`config.mk`:
```
export PLATFORM = sky130hd
export DESIGN_NAME = key_debounce_autorepeat_core_flat
export DESIGN_NICKNAME = d
export VERILOG_FILES = /design/src/hw/rtl/kda_pkg.sv /design/src/hw/rtl/kda_req_if.sv /design/src/hw/rtl/kda_rsp_if.sv /design/src/hw/rtl/kda_step.sv /design/src/hw/rtl/kda_out_buf.sv /design/src/hw/rtl/key_debounce_autorepeat_core.sv /design/src/flat_wrapper.sv
export SDC_FILE = /design/constraint.sdc
export NUM_CORES = 1
export LEC_CHECK = 0
export BUFFER_PORTS_ARGS = -buffer_cell sky130_fd_sc_hd__buf_2
export CAP_MARGIN = 20
export CORE_UTILIZATION = 30
export CTS_CLUSTER_DIAMETER = 100
export CTS_CLUSTER_SIZE = 30
export DETAILED_ROUTE_END_ITERATION = 7
export PLACE_DENSITY = 0.46
export SKIP_CTS_REPAIR_TIMING = 1
export SYNTH_ARGS = -nofsm -noshare
export SYNTH_HDL_FRONTEND = slang
export SYNTH_HIERARCHICAL = 1
export SYNTH_SLANG_ARGS = --single-unit
```
`constraint.sdc`:
```
create_clock -name i_clk -period 5.34 [get_ports i_clk]
set_input_delay 0 -clock i_clk [delete_from_list [all_inputs] [get_ports i_clk]]
set_output_delay 0 -clock i_clk [all_outputs]
set_load 0.02 [all_outputs]
```
`src/hw/rtl/kda_pkg.sv`:
```
package kda_pkg;

    localparam int COUNT_BITS_DEF = 16;
    localparam int CFG_BITS       = 15;
    localparam int BEEP_BITS      = 8;
    localparam int CFG_IDX_BITS   = 3;

    typedef enum logic [CFG_IDX_BITS-1:0] {
        REG_DEBOUNCE     = 3'd0,
        REG_LONG_PRESS   = 3'd1,
        REG_SLOW_REPEAT  = 3'd2,
        REG_SLOW4_DELAY  = 3'd3,
        REG_SLOW4_REPEAT = 3'd4,
        REG_FAST_START   = 3'd5,
        REG_FAST_REPEAT  = 3'd6,
        REG_BEEP         = 3'd7
    } t_reg_idx;

    localparam logic [CFG_BITS-1:0]  DEF_DEBOUNCE     = 15'd12;
    localparam logic [CFG_BITS-1:0]  DEF_LONG_PRESS   = 15'd120;
    localparam logic [CFG_BITS-1:0]  DEF_SLOW_REPEAT  = 15'd80;
    localparam logic [CFG_BITS-1:0]  DEF_SLOW4_DELAY  = 15'd40;
    localparam logic [CFG_BITS-1:0]  DEF_SLOW4_REPEAT = 15'd20;
    localparam logic [CFG_BITS-1:0]  DEF_FAST_START   = 15'd40;
    localparam logic [CFG_BITS-1:0]  DEF_FAST_REPEAT  = 15'd4;
    localparam logic [BEEP_BITS-1:0] DEF_BEEP         = 8'd5;

    localparam int FLAG_SLOW  = 0;
    localparam int FLAG_SLOW4 = 1;
    localparam int FLAG_FAST  = 2;

    typedef struct packed {
        logic [CFG_BITS-1:0]  debounce_ticks;
        logic [CFG_BITS-1:0]  long_press_ticks;
        logic [CFG_BITS-1:0]  slow_repeat_ticks;
        logic [CFG_BITS-1:0]  slow4_delay_ticks;
        logic [CFG_BITS-1:0]  slow4_repeat_ticks;
        logic [CFG_BITS-1:0]  fast_start_ticks;
        logic [CFG_BITS-1:0]  fast_repeat_ticks;
        logic [BEEP_BITS-1:0] beep_ticks;
    } t_cfg;

    typedef struct packed {
        logic       key_down;
        logic [5:0] key_index;
        logic [7:0] key_flags;
        logic [7:0] key_code;
        logic [7:0] key_hold_code;
        logic [7:0] hold_query_mask;
    } t_request;

    typedef struct packed {
        logic       key_valid;
        logic [7:0] key_out;
        logic       enc_valid;
        logic [7:0] enc_code;
        logic       enc_press;
        logic       beep_on;
        logic       hold_match;
    } t_result;

endpackage

```
`src/hw/rtl/kda_req_if.sv`:
```
interface kda_req_if;
    logic       valid;
    logic       ready;
    logic       key_down;
    logic [5:0] key_index;
    logic [7:0] key_flags;
    logic [7:0] key_code;
    logic [7:0] key_hold_code;
    logic [7:0] hold_query_mask;

    modport source (
        output valid, key_down, key_index, key_flags, key_code, key_hold_code,
               hold_query_mask,
        input  ready
    );
    modport sink (
        input  valid, key_down, key_index, key_flags, key_code, key_hold_code,
               hold_query_mask,
        output ready
    );
endinterface

```
`src/hw/rtl/kda_rsp_if.sv`:
```
interface kda_rsp_if;
    logic       valid;
    logic       ready;
    logic       key_valid;
    logic [7:0] key_out;
    logic       enc_valid;
    logic [7:0] enc_code;
    logic       enc_press;
    logic       beep_on;
    logic       hold_match;

    modport source (
        output valid, key_valid, key_out, enc_valid, enc_code, enc_press, beep_on,
               hold_match,
        input  ready
    );
    modport sink (
        input  valid, key_valid, key_out, enc_valid, enc_code, enc_press, beep_on,
               hold_match,
        output ready
    );
endinterface

```
`src/hw/rtl/kda_step.sv`:
```
module kda_step #(
    parameter int COUNT_BITS = kda_pkg::COUNT_BITS_DEF
) (
    input  logic              i_clk,
    input  logic              i_rst_n,
    input  logic              i_accept,
    input  kda_pkg::t_request i_req,
    input  kda_pkg::t_cfg     i_cfg,
    output kda_pkg::t_result  o_res
);

    localparam int CMPW = (COUNT_BITS > kda_pkg::CFG_BITS + 1) ? COUNT_BITS
                                                               : kda_pkg::CFG_BITS + 1;

    logic [COUNT_BITS-1:0]         r_press, n_press;
    logic [COUNT_BITS-1:0]         r_rel, n_rel;
    logic [5:0]                    r_key, n_key;
    logic [7:0]                    r_flags, n_flags;
    logic [7:0]                    r_code, n_code;
    logic [7:0]                    r_hcode, n_hcode;
    logic [kda_pkg::BEEP_BITS-1:0] r_beep, n_beep;

    logic                          notstab;
    logic                          fresh;
    logic [COUNT_BITS-1:0]         inc;
    logic [COUNT_BITS-1:0]         rel_dec;
    logic [kda_pkg::CFG_BITS-1:0]  rep_first;
    logic [kda_pkg::CFG_BITS-1:0]  rep_int;
    logic                          kv, ev, epress;
    logic [7:0]                    kout, ecode;

    always_ff @(posedge i_clk) begin
        if (!i_rst_n) begin
            r_press <= '0;
            r_rel   <= '0;
            r_key   <= '0;
            r_flags <= '0;
            r_code  <= '0;
            r_hcode <= '0;
            r_beep  <= '0;
        end else if (i_accept) begin
            r_press <= n_press;
            r_rel   <= n_rel;
            r_key   <= n_key;
            r_flags <= n_flags;
            r_code  <= n_code;
            r_hcode <= n_hcode;
            r_beep  <= n_beep;
        end
    end

    always_comb begin
        notstab = CMPW'(r_press) < (CMPW'(i_cfg.debounce_ticks) + CMPW'(1));
        inc     = r_press + COUNT_BITS'(1);
        rel_dec = r_rel - COUNT_BITS'(1);
        if (r_flags[kda_pkg::FLAG_SLOW]) begin
            rep_first = i_cfg.long_press_ticks;
            rep_int   = i_cfg.slow_repeat_ticks;
        end else begin
            rep_first = i_cfg.slow4_delay_ticks;
            rep_int   = i_cfg.slow4_repeat_ticks;
        end

        priority if (!notstab && r_key != i_req.key_index) fresh = 1'b1;
        else if (r_rel != '0 && !notstab)                  fresh = 1'b0;
        else if (r_press == '0)                            fresh = 1'b1;
        else if (notstab && r_key != i_req.key_index)      fresh = 1'b1;
        else                                               fresh = 1'b0;

        n_press = r_press;
        n_rel   = r_rel;
        n_key   = r_key;
        n_flags = r_flags;
        n_code  = r_code;
        n_hcode = r_hcode;
        kv      = 1'b0;
        ev      = 1'b0;
        epress  = 1'b0;
        kout    = '0;
        ecode   = '0;

        if (i_req.key_down) begin
            if (fresh) begin
                n_key   = i_req.key_index;
                n_flags = i_req.key_flags;
                n_code  = i_req.key_code;
                n_hcode = i_req.key_hold_code;
                n_press = COUNT_BITS'(1);
                n_rel   = '0;
            end else begin
                n_rel = COUNT_BITS'(i_cfg.debounce_ticks);
                priority if (r_flags[kda_pkg::FLAG_SLOW] || r_flags[kda_pkg::FLAG_SLOW4]) begin
                    n_press = inc;
                    if (CMPW'(inc) == CMPW'(rep_first) + CMPW'(rep_int)) begin
                        n_press = COUNT_BITS'(rep_first);
                        kv      = 1'b1;
                        kout    = r_code;
                        n_rel   = '0;
                    end else if (CMPW'(inc) == CMPW'(rep_first)) begin
                        kv    = 1'b1;
                        kout  = r_code;
                        n_rel = '0;
                    end
                end else if (r_flags[kda_pkg::FLAG_FAST]) begin
                    n_press = inc;
                    if (CMPW'(inc) == CMPW'(i_cfg.fast_start_ticks)) begin
                        n_press = COUNT_BITS'(i_cfg.fast_start_ticks)
                                - COUNT_BITS'(i_cfg.fast_repeat_ticks);
                        ev      = 1'b1;
                        ecode   = r_code;
                        epress  = 1'b1;
                    end
                end else if (CMPW'(r_press) < CMPW'(i_cfg.long_press_ticks)) begin
                    n_press = inc;
                    if (CMPW'(inc) == CMPW'(i_cfg.long_press_ticks)) begin
                        kv   = 1'b1;
                        kout = r_hcode;
                    end
                end
            end
        end else if (r_rel != '0) begin
            if (notstab) begin
                n_press = '0;
                n_rel   = '0;
            end else begin
                n_rel = rel_dec;
                if (rel_dec == '0) begin
                    if (r_flags[kda_pkg::FLAG_FAST]) begin
                        ev    = 1'b1;
                        ecode = r_code;
                    end else if (CMPW'(r_press) < CMPW'(i_cfg.long_press_ticks)) begin
                        kv   = 1'b1;
                        kout = r_code;
                    end
                    n_press = '0;
                end
            end
        end

        if (kv) begin
            n_beep = i_cfg.beep_ticks;
        end else if (r_beep != '0) begin
            n_beep = r_beep - kda_pkg::BEEP_BITS'(1);
        end else begin
            n_beep = r_beep;
        end

        o_res.key_valid  = kv;
        o_res.key_out    = kout;
        o_res.enc_valid  = ev;
        o_res.enc_code   = ecode;
        o_res.enc_press  = epress;
        o_res.beep_on    = n_beep != '0;
        o_res.hold_match = (n_press != '0) && ((n_flags & i_req.hold_query_mask) != '0);
    end

endmodule

```
`src/hw/rtl/kda_out_buf.sv`:
```
module kda_out_buf (
    input  logic             i_clk,
    input  logic             i_rst_n,
    input  logic             i_push,
    input  kda_pkg::t_result i_data,
    output logic             o_space,
    output logic             o_valid,
    input  logic             i_pop_ready,
    output kda_pkg::t_result o_data
);

    logic             r_main_valid, r_skid_valid;
    kda_pkg::t_result r_main, r_skid;
    logic             pop;

    assign pop     = r_main_valid && i_pop_ready;
    assign o_space = !r_skid_valid;
    assign o_valid = r_main_valid;
    assign o_data  = r_main;

    always_ff @(posedge i_clk) begin
        if (!i_rst_n) begin
            r_main_valid <= 1'b0;
            r_skid_valid <= 1'b0;
        end else if (i_push) begin
            if (!r_main_valid || pop) begin
                r_main_valid <= 1'b1;
                r_main       <= i_data;
            end else begin
                r_skid_valid <= 1'b1;
                r_skid       <= i_data;
            end
        end else if (pop) begin
            if (r_skid_valid) begin
                r_main       <= r_skid;
                r_skid_valid <= 1'b0;
            end else begin
                r_main_valid <= 1'b0;
            end
        end
    end

endmodule

```
`src/hw/rtl/key_debounce_autorepeat_core.sv`:
```
// Each result is registered in the output buffer before o_rsp. Throughput: one
// request per cycle unless the buffer is full; the state update is a single
// registered pass. A two-entry result buffer keeps i_req ready while one result
// waits downstream. Reset (synchronous, active low) clears the key state and the
// beep counter and loads the default tick settings; no clearing pass follows.
module key_debounce_autorepeat_core #(
    parameter int COUNT_BITS = kda_pkg::COUNT_BITS_DEF
) (
    input  logic                            i_clk,
    input  logic                            i_rst_n,
    input  logic                            i_cfg_we,
    input  logic [kda_pkg::CFG_IDX_BITS-1:0] i_cfg_idx,
    input  logic [kda_pkg::CFG_BITS-1:0]    i_cfg_data,
    kda_req_if.sink                         i_req,
    kda_rsp_if.source                       o_rsp
);

    kda_pkg::t_cfg     r_cfg;
    kda_pkg::t_request req;
    kda_pkg::t_result  res, out_res;
    logic              space;
    logic              accept;

    always_ff @(posedge i_clk) begin
        if (!i_rst_n) begin
            r_cfg.debounce_ticks     <= kda_pkg::DEF_DEBOUNCE;
            r_cfg.long_press_ticks   <= kda_pkg::DEF_LONG_PRESS;
            r_cfg.slow_repeat_ticks  <= kda_pkg::DEF_SLOW_REPEAT;
            r_cfg.slow4_delay_ticks  <= kda_pkg::DEF_SLOW4_DELAY;
            r_cfg.slow4_repeat_ticks <= kda_pkg::DEF_SLOW4_REPEAT;
            r_cfg.fast_start_ticks   <= kda_pkg::DEF_FAST_START;
            r_cfg.fast_repeat_ticks  <= kda_pkg::DEF_FAST_REPEAT;
            r_cfg.beep_ticks         <= kda_pkg::DEF_BEEP;
        end else if (i_cfg_we) begin
            unique case (kda_pkg::t_reg_idx'(i_cfg_idx))
                kda_pkg::REG_DEBOUNCE:     r_cfg.debounce_ticks     <= i_cfg_data;
                kda_pkg::REG_LONG_PRESS:   r_cfg.long_press_ticks   <= i_cfg_data;
                kda_pkg::REG_SLOW_REPEAT:  r_cfg.slow_repeat_ticks  <= i_cfg_data;
                kda_pkg::REG_SLOW4_DELAY:  r_cfg.slow4_delay_ticks  <= i_cfg_data;
                kda_pkg::REG_SLOW4_REPEAT: r_cfg.slow4_repeat_ticks <= i_cfg_data;
                kda_pkg::REG_FAST_START:   r_cfg.fast_start_ticks   <= i_cfg_data;
                kda_pkg::REG_FAST_REPEAT:  r_cfg.fast_repeat_ticks  <= i_cfg_data;
                kda_pkg::REG_BEEP: begin
                    r_cfg.beep_ticks <= i_cfg_data[kda_pkg::BEEP_BITS-1:0];
                end
                default: begin
                end
            endcase
        end
    end

    assign req.key_down        = i_req.key_down;
    assign req.key_index       = i_req.key_index;
    assign req.key_flags       = i_req.key_flags;
    assign req.key_code        = i_req.key_code;
    assign req.key_hold_code   = i_req.key_hold_code;
    assign req.hold_query_mask = i_req.hold_query_mask;

    assign i_req.ready = space;
    assign accept      = i_req.valid && space;

    kda_step #(
        .COUNT_BITS (COUNT_BITS)
    ) u_step (
        .i_clk    (i_clk),
        .i_rst_n  (i_rst_n),
        .i_accept (accept),
        .i_req    (req),
        .i_cfg    (r_cfg),
        .o_res    (res)
    );

    kda_out_buf u_out_buf (
        .i_clk       (i_clk),
        .i_rst_n     (i_rst_n),
        .i_push      (accept),
        .i_data      (res),
        .o_space     (space),
        .o_valid     (o_rsp.valid),
        .i_pop_ready (o_rsp.ready),
        .o_data      (out_res)
    );

    assign o_rsp.key_valid  = out_res.key_valid;
    assign o_rsp.key_out    = out_res.key_out;
    assign o_rsp.enc_valid  = out_res.enc_valid;
    assign o_rsp.enc_code   = out_res.enc_code;
    assign o_rsp.enc_press  = out_res.enc_press;
    assign o_rsp.beep_on    = out_res.beep_on;
    assign o_rsp.hold_match = out_res.hold_match;

endmodule

```
`src/flat_wrapper.sv`:
```
// flat-port wrapper written by rule: the top's interface ports become plain ports
module key_debounce_autorepeat_core_flat 
#(
    parameter int COUNT_BITS = kda_pkg::COUNT_BITS_DEF
)
  (i_clk, i_rst_n, i_cfg_we, i_cfg_idx, i_cfg_data, i_req_valid, i_req_key_down, i_req_key_index, i_req_key_flags, i_req_key_code, i_req_key_hold_code, i_req_hold_query_mask, i_req_ready, o_rsp_valid, o_rsp_key_valid, o_rsp_key_out, o_rsp_enc_valid, o_rsp_enc_code, o_rsp_enc_press, o_rsp_beep_on, o_rsp_hold_match, o_rsp_ready);
  kda_req_if i_req_i ();
  kda_rsp_if o_rsp_i ();
  input  logic i_clk;
  input  logic i_rst_n;
  input  logic i_cfg_we;
  input  logic [kda_pkg::CFG_IDX_BITS-1:0] i_cfg_idx;
  input  logic [kda_pkg::CFG_BITS-1:0] i_cfg_data;
  input wire logic [$bits(i_req_i.valid)-1:0] i_req_valid;
  input wire logic [$bits(i_req_i.key_down)-1:0] i_req_key_down;
  input wire logic [$bits(i_req_i.key_index)-1:0] i_req_key_index;
  input wire logic [$bits(i_req_i.key_flags)-1:0] i_req_key_flags;
  input wire logic [$bits(i_req_i.key_code)-1:0] i_req_key_code;
  input wire logic [$bits(i_req_i.key_hold_code)-1:0] i_req_key_hold_code;
  input wire logic [$bits(i_req_i.hold_query_mask)-1:0] i_req_hold_query_mask;
  output wire logic [$bits(i_req_i.ready)-1:0] i_req_ready;
  output wire logic [$bits(o_rsp_i.valid)-1:0] o_rsp_valid;
  output wire logic [$bits(o_rsp_i.key_valid)-1:0] o_rsp_key_valid;
  output wire logic [$bits(o_rsp_i.key_out)-1:0] o_rsp_key_out;
  output wire logic [$bits(o_rsp_i.enc_valid)-1:0] o_rsp_enc_valid;
  output wire logic [$bits(o_rsp_i.enc_code)-1:0] o_rsp_enc_code;
  output wire logic [$bits(o_rsp_i.enc_press)-1:0] o_rsp_enc_press;
  output wire logic [$bits(o_rsp_i.beep_on)-1:0] o_rsp_beep_on;
  output wire logic [$bits(o_rsp_i.hold_match)-1:0] o_rsp_hold_match;
  input wire logic [$bits(o_rsp_i.ready)-1:0] o_rsp_ready;
  assign i_req_i.valid = i_req_valid;
  assign i_req_i.key_down = i_req_key_down;
  assign i_req_i.key_index = i_req_key_index;
  assign i_req_i.key_flags = i_req_key_flags;
  assign i_req_i.key_code = i_req_key_code;
  assign i_req_i.key_hold_code = i_req_key_hold_code;
  assign i_req_i.hold_query_mask = i_req_hold_query_mask;
  assign i_req_ready = i_req_i.ready;
  assign o_rsp_valid = o_rsp_i.valid;
  assign o_rsp_key_valid = o_rsp_i.key_valid;
  assign o_rsp_key_out = o_rsp_i.key_out;
  assign o_rsp_enc_valid = o_rsp_i.enc_valid;
  assign o_rsp_enc_code = o_rsp_i.enc_code;
  assign o_rsp_enc_press = o_rsp_i.enc_press;
  assign o_rsp_beep_on = o_rsp_i.beep_on;
  assign o_rsp_hold_match = o_rsp_i.hold_match;
  assign o_rsp_i.ready = o_rsp_ready;
  key_debounce_autorepeat_core #(.COUNT_BITS(COUNT_BITS)) u_core (.i_clk(i_clk), .i_rst_n(i_rst_n), .i_cfg_we(i_cfg_we), .i_cfg_idx(i_cfg_idx), .i_cfg_data(i_cfg_data), .i_req(i_req_i), .o_rsp(o_rsp_i));
endmodule
```
=== Word level (Yosys, flattened, before mapping) ===
Cells that the tools add are included.

* Flip-flop bits (word level): 227
* Input bits: 62
* Output and inout bits: 23
* Logic and storage cells: 175

* $add $sub $neg: 6
* Magnitude comparators: 2
* Equal/unequal tests: 15
* Mux-type cells: 83
* Bitwise operators: 2
* Reduce and logical (&&, ||, !) cells: 36

{| class="wikitable"
|+ Operators with widths
! kind !! number
|-
| $mux W16 || 13
|-
| $mux W8 || 26
|-
| $mux W15 || 6
|-
| $mux W21 || 4
|-
| $eq A16 B15 Y1 || 3
|-
| $mux W1 || 34
|-
| $logic_not A16 Y1 || 2
|-
| $reduce_bool A16 Y1 || 2
|-
| $reduce_bool A8 Y1 || 3
|-
| $reduce_and A2 Y1 || 10
|-
| $add A15 B1 Y16 const B || 1
|-
| $add A15 B15 Y16 || 1
|-
| $add A16 B1 Y16 const B || 1
|-
| $eq A16 B16 Y1 || 1
|-
| $lt A16 B15 Y1 || 1
|-
| $lt A16 B16 Y1 || 1
|-
| $sub A15 B15 Y16 || 1
|-
| $sub A16 B1 Y16 const B || 1
|-
| $eq A3 B3 Y1 const B || 4
|-
| $reduce_and A3 Y1 || 3
|-
| $and A8 B8 Y8 || 1
|-
| $sub A8 B1 Y8 const B || 1
|-
| $eq A3 B2 Y1 const B || 2
|-
| $logic_and A1 B1 Y1 || 6
|-
| 10 further kinds || 16
|}

=== Logic depth before layout (Yosys ltp) ===
* Depth after elaboration: 14
* Gate-level depth with buffers: 23
* Mapped depth without buffers: 20

=== Cells and area by module ===
The synthesis kept the hierarchy.

{| class="wikitable"
|+ By module, submodules not included
! module !! instances !! cells each !! area an instance (um^2)
|-
| kda_step || 1 || 1245 || 9187.6
|-
| key_debounce_autorepeat_core || 1 || 399 || 4189.0
|-
| kda_out_buf || 1 || 80 || 1719.1
|}

=== Least setup slack after synthesis ===
OpenSTA, ideal clock, no wires.

* Path type: register to register
* Start point: reg u_core.u_step.r_flags[0]
* End point: reg u_core.u_out_buf.r_main (netlist bit u_core/u_out_buf/o_data[0]), data pin
* Library setup time: 0.260 ns
* Arrival: 5.160 ns
* Required time: 5.080 ns
* Slack: -0.081 ns
* Cell stages (with the launch flop): 21
* Path through: dfxtp_1 clkbuf_1 clkbuf_1 clkbuf_1 clkbuf_1 mux2_2 ha_1 a21o_1 a21oi_1 a211oi_1 or4_1 o22ai_1 and2_1 and4b_1 buf_4 mux2_2 a221oi_1 nand4bb_1 nor3_1 a31oi_1 mux2_4

{| class="wikitable"
|+ RTL lines
! element !! line !! text
|-
| from (decl) || kda_step.sv:18 || <nowiki>logic [7:0] r_flags, n_flags;</nowiki>
|-
| from (signal assigned) || kda_step.sv:45 || <nowiki>r_flags <= n_flags;</nowiki>
|-
| to (signal assigned) || kda_out_buf.sv:28 || <nowiki>r_main <= i_data;</nowiki>
|-
| to (signal assigned) || kda_out_buf.sv:35 || <nowiki>r_main <= r_skid;</nowiki>
|-
| to (decl) || kda_out_buf.sv:13 || <nowiki>kda_pkg::t_result r_main, r_skid;</nowiki>
|}

==> run metrics <==
via count 13.20k; Cells after Synth 1724; initial core utilization 0.3065; status complete, but fails checks; largest net degree at the start of global routing 65; Cells on Worst Hold Path 2; final setup TNS 0 ns; overall routing resource usage 0.2036; Critical R2R Capture u_core/u_out_buf/o_data[0]; final worst path period share 0.9439; Multi-input gate area 9370 sq um; Reg-to-Reg Start u_core/r_cfg[98]; Async SR Flop Fraction 0; routed len/inst 20.92 um; chip height 226.3 um; Seq/Total Area, Yosys 0.3289; Netlist Area Pre-Place 15100 sq um; most common cell in the netlist nand2_1; TritonCTS clock tree built; Warnings, synthesis 6; Mean Syn Cell Area 8.756 sq um; predominant post-synthesis flop cell dfxtp_1; # DRC 0; CP startpoint kind flip-flop; Synth Register Bits 227; Hold Crit Class in2reg; critical path type reg2reg; CTS root buffer clkbuf_16; row count 81; area leader, netlist dfxtp_1; power density over the cells 240.6 nW/um^2; Final #Nets 1969; Synth top cells by count 251 x nand2_1, 185 x dfxtp_1, 129 x mux2i_1, 106 x nor2_1, 99 x a21oi_1; Buffers on Ports 84; P&R area growth vs syn 14.23%; # setup viols final 0; max cap viols 0; Design Area, Final 17240 sq um; RSZ-0062 raised after global routing false; Sink Count 227; final WL 52.47 mm; Critical Path End Type flip-flop; fin crit period 5.040 ns; Max transition margin 0.2816; P_int 2738 uW; CP required 5.65 ns; FMAX 198.4 MHz; H-tree levels 1; Reg clk slew, reported paths 0.12 ns; final hold viol count 4; Finished Core Util 0.3501; GP Congestion 0.9609; CTS max path bufs 3; Hold Slack -0.009981 ns; final worst slack 0.2998 ns; CTS buffer count 13; Combinational Power Share 0.270; dpl cell area 16470 sq um; violated checks hold timing; initial antenna violation count 2; Worst Hold Launch i_rst_n; Clock Power Share 0.275; Reg power frac 0.455; Final ANT Viol Nets 0; FF-to-FF setup slack 0.30 ns; Skew-Pair Late Insertion Delay 0.54 ns; Core Area 49250 sq um; CP arrival 5.35 ns; post-synth net total 1856; top cell type's share of synthesized area 0.2453; FILL cells 5162; worst slack at placement 0.2727 ns; Tightest Pin Transition 1.074 ns; post-synth cell types 91; number of global-route vias before repair 12.74k; GRT Residual Overflow 0; iteration count of the initial detailed-routing pass 5; maximum fanout along the worst path 11; Psw 1410 uW; Reg area 4966 sq um; full die area 51220 sq um; EDFF count, synth 42; hpwl dp 39.78 mm; VDD IR-drop max 154.6 uV; Max Slew Vio Count 0; leakage power 0.007251 uW; R2R cell count 20; DIE WIDTH 226.3 um; switch share 0.3400; io pins 85; ANT cells 0; layout cell share with drive strength beyond 1 0.1486; Vias/cell 5.262; synth top area cells dfxtp_1 25%, mux2i_1 8.6%, edfxtp_1 8.4%; clk_skew 0.04493 ns; first-pass GRT wire length 78.74 mm; Hold EP u_core/u_out_buf/o_valid; DR iter-0 viols 1086
==> through the flow <==
step | power, uW | instances
after floorplan | 2661 | 1724
after global placement | 3014 | 2447
after detailed placement | 3013 | 2449
after CTS | 4178 | 2471
after global routing | 4376 | 2508
final | 4148 | 2508
==> area by class of cell <==
| type | instances | share of cell area |
|---|---|---|
| Multi-Input combinational cell | 1326 | 0.5434 |
| Clock buffer | 15 | 0.01930 |
| Clock inverter | 7 | 0.004136 |
| Timing Repair Buffer | 200 | 0.08199 |
| Tap cell | 664 | 0.04818 |
| Sequential cell | 227 | 0.2880 |
| Inverter | 69 | 0.01502 |
==> critical path, cell delays in order (launching register included) <==
cell and delay [ns]:
dfxtp_1 0.41, ha_1 0.24, nand2_1 0.06, or2_2 0.32, or4_1 0.43, xor2_1 0.17, ha_1 0.20, a211o_1 0.26
o211ai_1 0.09, o2111ai_1 0.12, a41oi_1 0.48, a221oi_1 0.18, buf_4 0.23, a21oi_1 0.32, nor2b_1 0.25, a32oi_1 0.08
o211a_1 0.23, nand4bb_1 0.19, nor3_1 0.15, a31oi_1 0.14, mux2_4 0.27
==> cell families (layout without fill, tap and decap cells) <==
| group | after synthesis | in the layout | synth area share |
|---|---|---|---|
| adders and majority gates | 70 | 70 | 0.05901 |
| and+or+nand+nor | 617 | 617 | 0.1997 |
| buffers and inverters | 171 | 291 | 0.05205 |
| DFF | 227 | 227 | 0.3289 |
| AOI/OAI and AO/OA | 339 | 339 | 0.1516 |
| muxes | 187 | 187 | 0.1335 |
| xor gates and xnor gates | 113 | 113 | 0.07526 |
==> sequential cells by signal, summed over array words and instances, names as in the netlist <==
name,cells
u_core/u_out_buf/o_data,21
u_core/u_out_buf/r_skid_valid,1
u_core/r_cfg,113
u_core/u_step/r_key,6
u_core/u_out_buf/r_skid,21
u_core/u_step/r_flags,8
u_core/u_step/r_hcode,8
u_core/u_step/r_code,8
u_core/u_step/r_rel,16
u_core/u_step/r_beep,8
u_core/u_out_buf/o_valid,1
u_core/u_step/r_press,16
==> how the worst max path moves through the flow <==
stage	depth (start not counted)	from	to
finish	20	u_core/r_cfg[98]	u_core/u_out_buf/o_data[0]
global route	20	u_core/r_cfg[98]	u_core/u_out_buf/o_data[0]
CTS	19	u_core/u_step/r_flags[0]	u_core/u_out_buf/o_data[0]
detailed placement	19	u_core/u_step/r_flags[0]	u_core/u_out_buf/o_data[0]
global placement	20	u_core/r_cfg[98]	u_core/u_out_buf/o_data[0]
floorplan	20	u_core/u_step/r_flags[0]	u_core/u_out_buf/o_data[0]
==> power groups by stage <==
stage	Sequential, uW	Clock [uW]	Combinational [uW]
2_1_floorplan	1910	0	755
3_3_place_gp	1920	0	1090
3_5_place_dp	1920	0	1090
4_1_cts	1890	1200	1090
5_1_grt	1900	1250	1230
6_report	1890	1140	1120
==> metal layers <==
layer	up-vias	part of all wire	global-route usage
met5	-	0	0
met4	0	0.031	0.06888
met3	80	0.056	0.03486
met2	355	0.46	0.3315
met1	6353	0.46	0.2707
li1	6409	-	-
==> cell usage in the layout (no fill, tap or decap), drive strengths merged, types with 7 or more instances in the layout <==
master         n
a211oi        19
a21o          22
a21oi        100
a221oi         7
a22o           8
a22oi         12
a31oi         13
and2          21
and3          11
buf          163
clkbuf        15
dfxtp        185
dlygate4sd3   37
edfxtp        42
ha            68
inv           73
mux2          58
mux2i        129
nand2        251
nand2b        13
nand3         40
nand4         25
nor2         107
nor2b         35
nor3          35
nor3b          7
nor4          24
o211ai         8
o21a          10
o21ai         54
or2            8
or3            7
xnor2         72
xnor3          9
xor2          31
No activity file was read; power rests on OpenSTA's default activity.
